`src/sv/i2cm_pkg.sv`:
```
// Package: shared widths, field layout and result struct for the I2C master bit engine.
package i2cm_pkg;

	localparam int CmdW   = 3;
	localparam int ByteW  = 8;
	localparam int UnitW  = 16;
	localparam int TmoW   = 8;
	localparam int DlyW   = 19;
	localparam int CfgAW  = 2;
	localparam int InW    = 16;
	localparam int OutW   = 16;

	localparam logic [UnitW-1:0] UnitTicksRst  = 16'd100;
	localparam logic [TmoW-1:0]  AckTimeoutRst = 8'd250;

	localparam logic [CmdW-1:0] CmdNone  = 3'd0;
	localparam logic [CmdW-1:0] CmdStart = 3'd1;
	localparam logic [CmdW-1:0] CmdStop  = 3'd2;
	localparam logic [CmdW-1:0] CmdWrite = 3'd3;
	localparam logic [CmdW-1:0] CmdRead  = 3'd4;
	localparam logic [CmdW-1:0] CmdWack  = 3'd5;

	localparam logic [CfgAW-1:0] RegUnitTicks  = 2'd0;
	localparam logic [CfgAW-1:0] RegAckTimeout = 2'd1;

	typedef struct packed {
		logic [CmdW-1:0]  cmd;
		logic [ByteW-1:0] wr_byte;
		logic             send_ack;
		logic             sda_in;
	} item_t;

	typedef struct packed {
		logic             scl_out;
		logic             sda_out;
		logic             busy_res;
		logic             done_res;
		logic [ByteW-1:0] rx_byte;
		logic             ack_error;
	} res_t;

endpackage

```
`src/sv/i2cm_core.sv`:
```
// Core: bus phase sequencer, delay counter and shift registers, one step per beat.
module i2cm_core (
	input  logic                         clk,
	input  logic                         arst_n,
	input  logic                         step,
	input  i2cm_pkg::item_t              item,
	input  logic [i2cm_pkg::UnitW-1:0]   unit_ticks,
	input  logic [i2cm_pkg::TmoW-1:0]    ack_timeout,
	output i2cm_pkg::res_t               res
);

	localparam logic [3:0] PhIdle = 4'd0;
	localparam logic [3:0] PhStA  = 4'd1;
	localparam logic [3:0] PhStB  = 4'd2;
	localparam logic [3:0] PhSpA  = 4'd3;
	localparam logic [3:0] PhSpB  = 4'd4;
	localparam logic [3:0] PhWrA  = 4'd5;
	localparam logic [3:0] PhWrB  = 4'd6;
	localparam logic [3:0] PhWrC  = 4'd7;
	localparam logic [3:0] PhRdA  = 4'd8;
	localparam logic [3:0] PhRdB  = 4'd9;
	localparam logic [3:0] PhAkA  = 4'd10;
	localparam logic [3:0] PhAkB  = 4'd11;
	localparam logic [3:0] PhWaA  = 4'd12;
	localparam logic [3:0] PhWaB  = 4'd13;
	localparam logic [3:0] PhWaP  = 4'd14;

	logic [3:0]                    phase_q, phase_d;
	logic [i2cm_pkg::DlyW-1:0]     dly_q, dly_d, dly_tick, dly_1, dly_2, dly_4;
	logic [3:0]                    bit_q, bit_d, bit_inc;
	logic [i2cm_pkg::ByteW-1:0]    shift_q, shift_d;
	logic [i2cm_pkg::TmoW-1:0]     poll_q, poll_d;
	logic [i2cm_pkg::ByteW-1:0]    rx_q, rx_d;
	logic                          scl_q, scl_d, sda_q, sda_d, err_q, err_d, ack_q, ack_d;
	logic                          expired, done_d;
	logic [i2cm_pkg::UnitW-1:0]    unit_eff;

	assign unit_eff = (unit_ticks == '0) ? i2cm_pkg::UnitW'(1) : unit_ticks;
	assign dly_1    = {{(i2cm_pkg::DlyW-i2cm_pkg::UnitW){1'b0}}, unit_eff};
	assign dly_2    = dly_1 << 1;
	assign dly_4    = dly_1 << 2;
	assign expired  = (dly_q <= i2cm_pkg::DlyW'(1));
	assign dly_tick = expired ? '0 : dly_q - i2cm_pkg::DlyW'(1);
	assign bit_inc  = bit_q + 4'd1;

	always_comb begin
		phase_d = phase_q;
		dly_d   = dly_tick;
		bit_d   = bit_q;
		shift_d = shift_q;
		poll_d  = poll_q;
		rx_d    = rx_q;
		scl_d   = scl_q;
		sda_d   = sda_q;
		err_d   = err_q;
		ack_d   = ack_q;
		done_d  = 1'b0;
		unique case (phase_q)
			PhIdle: begin
				dly_d = dly_q;
				unique case (item.cmd)
					i2cm_pkg::CmdStart: begin
						sda_d = 1'b1; scl_d = 1'b1; dly_d = dly_4; phase_d = PhStA;
					end
					i2cm_pkg::CmdStop: begin
						scl_d = 1'b0; sda_d = 1'b0; dly_d = dly_4; phase_d = PhSpA;
					end
					i2cm_pkg::CmdWrite: begin
						shift_d = item.wr_byte; bit_d = 4'd0;
						scl_d = 1'b0; sda_d = item.wr_byte[i2cm_pkg::ByteW-1];
						dly_d = dly_2; phase_d = PhWrA;
					end
					i2cm_pkg::CmdRead: begin
						ack_d = item.send_ack; shift_d = '0; bit_d = 4'd0;
						sda_d = 1'b1; scl_d = 1'b0; dly_d = dly_2; phase_d = PhRdA;
					end
					i2cm_pkg::CmdWack: begin
						poll_d = '0; sda_d = 1'b1; dly_d = dly_1; phase_d = PhWaA;
					end
					default: ;
				endcase
			end
			PhStA: if (expired) begin
				sda_d = 1'b0; dly_d = dly_4; phase_d = PhStB;
			end
			PhStB: if (expired) begin
				scl_d = 1'b0; phase_d = PhIdle; done_d = 1'b1;
			end
			PhSpA: if (expired) begin
				scl_d = 1'b1; sda_d = 1'b1; dly_d = dly_4; phase_d = PhSpB;
			end
			PhSpB: if (expired) begin
				phase_d = PhIdle; done_d = 1'b1;
			end
			PhWrA: if (expired) begin
				scl_d = 1'b1; dly_d = dly_2; phase_d = PhWrB;
			end
			PhWrB: if (expired) begin
				scl_d = 1'b0; dly_d = dly_2; phase_d = PhWrC;
			end
			PhWrC: if (expired) begin
				bit_d = bit_inc;
				if (bit_inc >= 4'd8) begin
					phase_d = PhIdle; done_d = 1'b1;
				end else begin
					shift_d = {shift_q[i2cm_pkg::ByteW-2:0], 1'b0};
					sda_d   = shift_q[i2cm_pkg::ByteW-2];
					dly_d   = dly_2; phase_d = PhWrA;
				end
			end
			PhRdA: if (expired) begin
				scl_d = 1'b1;
				shift_d = {shift_q[i2cm_pkg::ByteW-2:0], item.sda_in};
				dly_d = dly_1; phase_d = PhRdB;
			end
			PhRdB: if (expired) begin
				bit_d = bit_inc; scl_d = 1'b0; dly_d = dly_2;
				if (bit_inc >= 4'd8) begin
					rx_d = shift_q; sda_d = ~ack_q; phase_d = PhAkA;
				end else begin
					phase_d = PhRdA;
				end
			end
			PhAkA: if (expired) begin
				scl_d = 1'b1; dly_d = dly_2; phase_d = PhAkB;
			end
			PhAkB: if (expired) begin
				scl_d = 1'b0; phase_d = PhIdle; done_d = 1'b1;
			end
			PhWaA: if (expired) begin
				scl_d = 1'b1; dly_d = dly_1; phase_d = PhWaB;
			end
			PhWaB: if (expired) begin
				phase_d = PhWaP;
			end
			PhWaP: begin
				dly_d = dly_q;
				if (poll_q >= ack_timeout) begin
					err_d = 1'b1; scl_d = 1'b0; sda_d = 1'b0;
					dly_d = dly_4; phase_d = PhSpA;
				end else begin
					poll_d = poll_q + i2cm_pkg::TmoW'(1);
					if (!item.sda_in) begin
						scl_d = 1'b0; err_d = 1'b0; phase_d = PhIdle; done_d = 1'b1;
					end
				end
			end
			default: begin
				dly_d = dly_q; phase_d = PhIdle;
			end
		endcase
	end

	always_ff @(posedge clk or negedge arst_n) begin
		if (!arst_n) begin
			phase_q <= PhIdle;
			dly_q   <= '0;
			bit_q   <= '0;
			shift_q <= '0;
			poll_q  <= '0;
			rx_q    <= '0;
			scl_q   <= 1'b1;
			sda_q   <= 1'b1;
			err_q   <= 1'b0;
			ack_q   <= 1'b0;
		end else if (step) begin
			phase_q <= phase_d;
			dly_q   <= dly_d;
			bit_q   <= bit_d;
			shift_q <= shift_d;
			poll_q  <= poll_d;
			rx_q    <= rx_d;
			scl_q   <= scl_d;
			sda_q   <= sda_d;
			err_q   <= err_d;
			ack_q   <= ack_d;
		end
	end

	assign res.scl_out   = scl_d;
	assign res.sda_out   = sda_d;
	assign res.busy_res  = (phase_d != PhIdle);
	assign res.done_res  = done_d;
	assign res.rx_byte   = rx_d;
	assign res.ack_error = err_d;

endmodule

```
`src/sv/i2c_master_bit_engine.sv`:
```
// Top level: input register, I2C step core, result register and configuration registers.
//
//  channel   | dir | handshake                  | payload
//  s_axis    | in  | s_axis_tvalid/tready       | s_axis_tdata: cmd, wr_byte, send_ack, sda_in
//  m_axis    | out | m_axis_tvalid/tready       | m_axis_tdata: scl, sda, busy, done, rx, err
//  cfg       | in  | cfg_we                     | cfg_addr, cfg_data
//
// One beat in and one out per cycle unless m_axis stalls; each beat passes both registers in turn.
// The input register and the result register each hold one beat; the core steps once per beat.
// A stall on m_axis holds both registers and the core; s_axis_tready drops once both are full.
// arst_n clears the core to idle with both bus lines released, and empties both registers.
module i2c_master_bit_engine #(
	parameter logic [i2cm_pkg::UnitW-1:0] UNIT_TICKS_RST  = i2cm_pkg::UnitTicksRst,
	parameter logic [i2cm_pkg::TmoW-1:0]  ACK_TIMEOUT_RST = i2cm_pkg::AckTimeoutRst
) (
	input  logic                          clk,
	input  logic                          arst_n,
	input  logic                          s_axis_tvalid,
	output logic                          s_axis_tready,
	input  logic [i2cm_pkg::InW-1:0]      s_axis_tdata,  // cmd wr_byte send_ack sda_in
	output logic                          m_axis_tvalid,
	input  logic                          m_axis_tready,
	output logic [i2cm_pkg::OutW-1:0] m_axis_tdata, // scl_out sda_out busy_res done_res rx_byte ack_error
	input  logic                          cfg_we,
	input  logic [i2cm_pkg::CfgAW-1:0]    cfg_addr,
	input  logic [i2cm_pkg::UnitW-1:0]    cfg_data
);

	logic                          v_s1, adv, out_v_q;
	i2cm_pkg::item_t               item_s1;
	i2cm_pkg::res_t                res_c, res_q;
	logic [i2cm_pkg::UnitW-1:0]    unit_q;
	logic [i2cm_pkg::TmoW-1:0]     tmo_q;

	assign adv           = v_s1 && (!out_v_q || m_axis_tready);
	assign s_axis_tready = !v_s1 || adv;

	always_ff @(posedge clk or negedge arst_n) begin
		if (!arst_n) begin
			unit_q <= UNIT_TICKS_RST;
			tmo_q  <= ACK_TIMEOUT_RST;
		end else if (cfg_we) begin
			if (cfg_addr == i2cm_pkg::RegUnitTicks) unit_q <= cfg_data;
			if (cfg_addr == i2cm_pkg::RegAckTimeout) tmo_q <= cfg_data[i2cm_pkg::TmoW-1:0];
		end
	end

	always_ff @(posedge clk or negedge arst_n) begin
		if (!arst_n) begin
			v_s1 <= 1'b0;
		end else if (s_axis_tready) begin
			v_s1 <= s_axis_tvalid;
		end
	end

	always_ff @(posedge clk) begin
		if (s_axis_tvalid && s_axis_tready) begin
			item_s1.cmd      <= s_axis_tdata[2:0];
			item_s1.wr_byte  <= s_axis_tdata[10:3];
			item_s1.send_ack <= s_axis_tdata[11];
			item_s1.sda_in   <= s_axis_tdata[12];
		end
	end

	i2cm_core u_core (
		.clk         (clk),
		.arst_n      (arst_n),
		.step        (adv),
		.item        (item_s1),
		.unit_ticks  (unit_q),
		.ack_timeout (tmo_q),
		.res         (res_c)
	);

	always_ff @(posedge clk or negedge arst_n) begin
		if (!arst_n) begin
			out_v_q <= 1'b0;
		end else if (adv) begin
			out_v_q <= 1'b1;
		end else if (m_axis_tready) begin
			out_v_q <= 1'b0;
		end
	end

	always_ff @(posedge clk) begin
		if (adv) begin
			res_q <= res_c;
		end
	end

	assign m_axis_tvalid = out_v_q;
	assign m_axis_tdata  = {3'b000, res_q.ack_error, res_q.rx_byte, res_q.done_res,
		res_q.busy_res, res_q.sda_out, res_q.scl_out};

	a_done_not_busy: assert property (@(posedge clk) disable iff (!arst_n)
		out_v_q && res_q.done_res |-> !res_q.busy_res)
		else $error("done beat still busy");

	a_adv_fills_out: assert property (@(posedge clk) disable iff (!arst_n)
		adv |=> out_v_q)
		else $error("stepped beat lost");

	a_s1_holds: assert property (@(posedge clk) disable iff (!arst_n)
		v_s1 && !adv |=> v_s1 && $stable(item_s1))
		else $error("input register changed while stalled");

	a_ready_when_free: assert property (@(posedge clk) disable iff (!arst_n)
		!out_v_q |-> s_axis_tready)
		else $error("input stalled with empty result register");

endmodule
```
`config.mk`:
```
export PLATFORM = sky130hd
export DESIGN_NAME = i2c_master_bit_engine
export DESIGN_NICKNAME = d
export VERILOG_FILES = /design/src/sv/i2cm_pkg.sv /design/src/sv/i2cm_core.sv /design/src/sv/i2c_master_bit_engine.sv
export SDC_FILE = /design/constraint.sdc
export NUM_CORES = 1
export LEC_CHECK = 0
export ABC_CLOCK_PERIOD_IN_PS = 5430
export BUFFER_PORTS_ARGS = -buffer_cell sky130_fd_sc_hd__buf_2
export CAP_MARGIN = 20
export CORE_MARGIN = 3
export CORE_UTILIZATION = 50
export DETAILED_ROUTE_END_ITERATION = 10
export PLACE_DENSITY = 0.68
export SLEW_MARGIN = 25
export SYNTH_ARGS = -nofsm -noshare
export SYNTH_HDL_FRONTEND = slang
export SYNTH_SLANG_ARGS = --single-unit
```
`constraint.sdc`:
```
create_clock -name clk -period 5.43 [get_ports clk]
set_input_delay 0.543 -clock clk [delete_from_list [all_inputs] [get_ports clk]]
set_output_delay 0.543 -clock clk [all_outputs]
set_load 0.05 [all_outputs]
```
Word-level counts from Yosys, hierarchy flattened
Cells that the tools add are included.
{"block": "word_totals", "register_bits": 107, "inputBits": 39, "output_inout_bits": 18, "wordCells": 162}
{"block": "op_classes", "n_addsub": 3, "order_cmp": 3, "n_eq_ne": 30, "mux": 67, "n_bitwise": 1, "reduce_logical": 34}
{"cell": "two-way mux 19 bit", "count": 7}
{"cell": "case mux 19 bit (7 select lines)", "count": 1}
{"cell": "two-way mux 8 bit", "count": 8}
{"cell": "two-way mux 4 bit", "count": 15}
{"cell": "case mux 19 bit (3 select lines)", "count": 1}
{"cell": "case mux 4 bit (13 select lines)", "count": 1}
{"cell": "case mux 8 bit (2 select lines)", "count": 2}
{"cell": "== test 4 bit, second input constant", "count": 7}
{"cell": "case mux 8 bit (3 select lines)", "count": 1}
{"cell": "two-way mux 1 bit", "count": 21}
{"cell": "case mux 4 bit (5 select lines)", "count": 1}
{"cell": "<= comparator 19 x 1 -> 1 bit, second input constant", "count": 1}
{"cell": "subtractor 19 x 1 -> 19 bit, second input constant", "count": 1}
{"cell": "== test 4 x 3 -> 1 bit, second input constant", "count": 4}
{"cell": "zero test 16 bit", "count": 1}
{"cell": "two-way mux 16 bit", "count": 1}
{"cell": "AND reduction 4 bit", "count": 3}
{"cell": "OR reduction 4 bit", "count": 3}
{"cell": "OR reduction 2 bit", "count": 5}
{"cell": "OR reduction 3 bit", "count": 3}
{"cell": "adder 8 x 1 -> 8 bit, second input constant", "count": 1}
{"cell": "== test 4 x 2 -> 1 bit, second input constant", "count": 2}
{"cell": "greater-or-equal comparator 8 bit", "count": 1}
{"cell": "!= test 2 x 1 -> 1 bit, second input constant", "count": 4}
{"cell": "other kinds (31)", "count": 43}

Logic depth before layout (Yosys ltp)
{"block": "depth", "ltp_word": 6, "ltp_mapped": 10, "mapped_depth_nobuf": 8}

Modules after synthesis
A second synthesis with hierarchy kept.
{"block": "unflattened", "cells_unflattened": 765, "area_unflattened_um2": 6994.2}
{"module": "i2cm_core", "instances": 1, "cells_each": 676, "area_per_inst_um2": 5178.7, "seq_area_each_um2": 1378.8}
{"module": "i2c_master_bit_engine", "instances": 1, "cells_each": 89, "area_per_inst_um2": 1815.5, "seq_area_each_um2": 1442.6}

Least setup slack after synthesis
No wires, ideal clock.
{"block": "synth_path", "path_kind": "register -> register", "from": "register tmo_q[7] (netlist name)", "to": "register res_q, in the netlist m_axis_tdata[2] (data pin)", "setup_ns": 0.275, "arrival_time_ns": 2.166, "setup_slack_ns": 2.990, "path_stages_with_launch": 10, "n_path_buf": 1, "cell_sequence": "dfstp_2 > inv_1 > ha_1 > and2_1 > o2111ai_1 > o211ai_1 > clkbuf_1 > nor2_1 > nor4_1 > nand4_1"}
{"element": "start, declared", "line_no": "i2c_master_bit_engine.sv:33", "rtl": "logic [i2cm_pkg::TmoW-1:0] tmo_q;"}
{"element": "start signal, assigned", "line_no": "i2c_master_bit_engine.sv:44", "rtl": "if (cfg_addr == i2cm_pkg::RegAckTimeout) tmo_q <= cfg_data[i2cm_pkg::TmoW-1:0];"}
{"element": "end signal, assigned", "line_no": "i2c_master_bit_engine.sv:87", "rtl": "res_q <= res_c;"}
{"element": "end, declared", "line_no": "i2c_master_bit_engine.sv:31", "rtl": "i2cm_pkg::res_t res_c, res_q;"}

Worst setup path in the final report
{"block": "layout_path", "from": "register u_core.phase_q[1]", "to": "register u_core.dly_q[3] (netlist name)"}
{"block": "layout_via", "elab_chain_cells": 4}
{"element": "start, declared", "line_no": "i2cm_core.sv:28", "rtl": "logic [3:0] phase_q, phase_d;"}
{"element": "start signal, assigned", "line_no": "i2cm_core.sv:156", "rtl": "phase_q <= PhIdle;"}
{"element": "start signal, assigned", "line_no": "i2cm_core.sv:167", "rtl": "phase_q <= phase_d;"}
{"element": "== test 4 x 3 -> 1 bit, or another cell as far along", "line_no": "i2cm_core.sv:58", "rtl": "unique case (phase_q)"}
{"element": "OR reduction 4 bit (no line) or OR reduction 2 bit (tied branches)"}
{"element": "nonzero test 7 bit (no line)"}
{"element": "AND reduction 4 bit (no line)"}
{"element": "end signal, assigned", "line_no": "i2cm_core.sv:168", "rtl": "dly_q <= dly_d;"}
{"element": "end, declared", "line_no": "i2cm_core.sv:29", "rtl": "logic [i2cm_pkg::DlyW-1:0] dly_q, dly_d, dly_tick, dly_1, dly_2, dly_4;"}
Several ways; a longest one is shown, not always the timed one.
A chain may end at the register's enable or synchronous reset.

==> summary.md <==
| Metric | Value |
|---|---|
| Post-CTS setup buffers | `0` |
| Worst Setup Start Kind | `flop` |
| Crit share post-route | `0.621` |
| Drt wl/cell | `20.8 µm` |
| Critical Path, Cell by Cell | `inv_1 -> nor3_1 -> buf_4 -> o211ai_1 -> and4_1 -> a22o_1 -> a221o_1` |
| Clock Path Buffers | `2` |
| Unrepaired setup endpoints after global routing | `no` |
| Mapped Avg Cell Area | `9.22 µm²` |
| Total number of vias | `6408` |
| Delay-heaviest family, CP | `compound AO/OA/AOI/OAI gates` |
| Drt initial violations | `683` |
| Die Area | `15900 µm²` |
| Finished Layout Cells | `971` |
| Initial Util | `0.514` |
| Pin count of the biggest net entering global routing | `82` |
| Post-DP HPWL | `13900 µm` |
| Clock sinks | `107` |
| Setup Skew | `11.5 ps` |
| Critical path capture point type | `flop` |
| Final Util | `0.553` |
| Pre-antenna DRT Iters | `5` |
| GR Overflow Total | `0` |
| H-tree Lvls | `3` |
| Final net count | `837` |
| Die height | `126 µm` |
| Setup TNS | `0 ps` |
| Gr usage total | `0.255` |
| Rows | `43` |
| Vias in the first global route | `6018` |
| Actual slew at the worst max-slew pin | `1010 ps` |
| Fin crit period | `3370 ps` |
| Status | `finished clean` |
| Initial antenna violation count | `0` |
| Primary FF master, synth | `dfrtp_1` |
| GPL Wtd Cong | `0.918` |
| Post-synth cell types | `86` |
| FILL cells | `1303` |
| Hold crit path type | `input port to asynchronous set/reset pin` |
| Slowest CP cell | `dfrtp_1` |
| Final Max Tran Viols | `0` |
| Crit path buf inv count | `2` |
| CP max stage delay | `920 ps` |
| CTS tree | `yes` |
| Most common library cells after synthesis | `nand2_1, dfrtp_1, nor2_1` |
| Hold Vio Cnt, Final | `0` |
| # DRC | `0` |
| VDD IR max | `240 µV` |
| Setup violations, final | `0` |
| Vias per cell | `6.60` |
| Post_cts resized | `0` |
| Clock tree root driver cell | `clkbuf_16` |
| Post-synthesis sequential area ratio | `0.393` |
| Dpl cells | `954` |
| Routed Antenna Nets | `0` |
| Synthesis-to-finish area growth | `7.61%` |
| Post-synth EDFFs | `26` |
| Count of state elements after synthesis | `107` |
| CP required | `5680 ps` |
| Ys Warns | `0` |
| Maxcap violations | `0` |
| Hold_buf cts | `0` |
| Critical Path AT | `3630 ps` |
| FF-to-FF setup slack | `2060 ps` |
| RR Startpoint | `u_core.phase_q[1]$_DFFE_PN0P_` |
| Maximum clock frequency | `296 MHz` |
| Leak Pwr | `0.00312 µW` |
| Synth Instances | `780` |
| Tot Pwr | `3670 µW` |
| Crit path max fanout | `28` |
| DRT Wirelength | `20200 µm` |
| Post-synth ARST share | `0.757` |
| Port bufs | `50` |
| Cell taking the most area after synthesis | `dfrtp_1` |
| WS Path Type | `flop to flop` |
| Slew headroom | `0.328` |
| Share of layout cells above drive strength 1 | `0.205` |
| Core area | `14000 µm²` |
| Clk pin slew, worst setup/hold paths | `80 ps` |
| Depth of the most critical reg-to-reg path | `7` |
| Synthesized area | `7190 µm²` |
| Worst-Skew Late Latency | `370 ps` |
| Number of diodes | `0` |
| Most frequent cell after synthesis | `nand2_1` |
| Die X | `126 µm` |
| Synth top area cells | `dfrtp_1, edfxtp_1, mux2_2` |
| Area share of the largest cell type after synthesis | `0.244` |
| Top Ports | `57` |
| Reg2reg end | `u_core.dly_q[3]$_DFFE_PN0P_` |
| Pwr/cell area | `475 nW/µm²` |
| CTS Buf Count | `9` |
| Global-route wire length before repair | `32600 µm` |
-- cell families (layout without fill, tap and decap cells) --
group | after synthesis | in the layout | synth area share
AOI/OAI and AO/OA | 234 | 234 | 0.227
xor gates and xnor gates | 20 | 20 | 0.0254
adders and majority gates | 12 | 12 | 0.0209
buffers and inverters | 88 | 97 | 0.0559
DFF | 107 | 107 | 0.393
muxes | 58 | 58 | 0.0886
other | 1 | 3 | 0.000522
and+or+nand+nor | 260 | 260 | 0.189
-- sequential cells by signal (all words and copies together) (netlist names), 8 cells and up --
signal and count:
item_s1 13, m_axis_tdata 13, tmo_q 8, u_core.dly_q 19, u_core.poll_q 8, u_core.rx_q 8, u_core.shift_q 8, unit_q 16
-- power breakdown --
group	switching, µW	internal (µW)	total, µW
Combinational	1030	638	1670
Clock	326	321	647
Sequential	334	1020	1360
-- cell type report --
type / instances / area, µm² / area share
flip-flops and latches: 107 / 2820 / 0.365
repair buffers: 61 / 339 / 0.0438
inverters: 20 / 75.1 / 0.00971
clock inverters: 6 / 61.3 / 0.00793
well taps: 180 / 225 / 0.0291
multi-input cells: 587 / 3980 / 0.515
clock buffers: 10 / 229 / 0.0296
-- layer usage --
| layer | routed length [µm] | GRT usage | up-vias |
|---|---|---|---|
| met5 | 0 | 0 | - |
| met4 | 253 | 0.0713 | 0 |
| met3 | 1810 | 0.0691 | 29 |
| met2 | 8970 | 0.369 | 327 |
| met1 | 9130 | 0.376 | 3109 |
| li1 | - | - | 2943 |
-- layout by cell type (no fill, tap or decap), drive strengths merged, types with 8 or more instances in the layout --
cell    synthesis  routed
a22o            9       9
o21ai          41      41
clkbuf         37      10
mux2i          13      13
nand4           8       8
edfxtp         26      26
nand2          80      80
buf            31      61
a22oi           9       9
nor4           14      14
a31oi          27      27
a221oi          9       9
dfstp          11      11
nor3           24      24
o22ai          10      10
xnor2          12      12
dfrtp          70      70
xor2            8       8
ha             12      12
inv            19      20
a211oi         10      10
o31ai           9       9
a21oi          43      43
nand3          27      27
mux2           45      45
nor2           58      58
-- how the worst max path moves through the flow --
stage                                              from                            to  slack [ps]  cells after the start
final                     u_core.phase_q[1]$_DFFE_PN0P_   u_core.dly_q[3]$_DFFE_PN0P_        2060                      7
after CTS                          tmo_q[7]$_DFFE_PN1P_  u_core.dly_q[12]$_DFFE_PN0P_        1870                      8
after floorplan                    tmo_q[7]$_DFFE_PN1P_     m_axis_tdata[2]$_DFFE_PP_        2990                      9
after global placement    u_core.phase_q[1]$_DFFE_PN0P_   u_core.dly_q[3]$_DFFE_PN0P_        1970                      7
after detailed placement           tmo_q[7]$_DFFE_PN1P_  u_core.dly_q[12]$_DFFE_PN0P_        1880                      8
after global routing      u_core.phase_q[1]$_DFFE_PN0P_   u_core.dly_q[3]$_DFFE_PN0P_        1810                      7
-- per-stage QoR --
| stage | setup slack, ps | instance area (µm²) | hold WS [ps] |
|---|---|---|---|
| finish | 2060 | 7730 | 227 |
| global route | 1810 | 7730 | 271 |
| global placement | 1970 | 7430 | 470 |
| floorplan | 2990 | 7200 | 247 |
| detailed placement | 1880 | 7430 | 476 |
| CTS | 1870 | 7720 | 339 |
No activity file was read; power rests on OpenSTA's default activity.
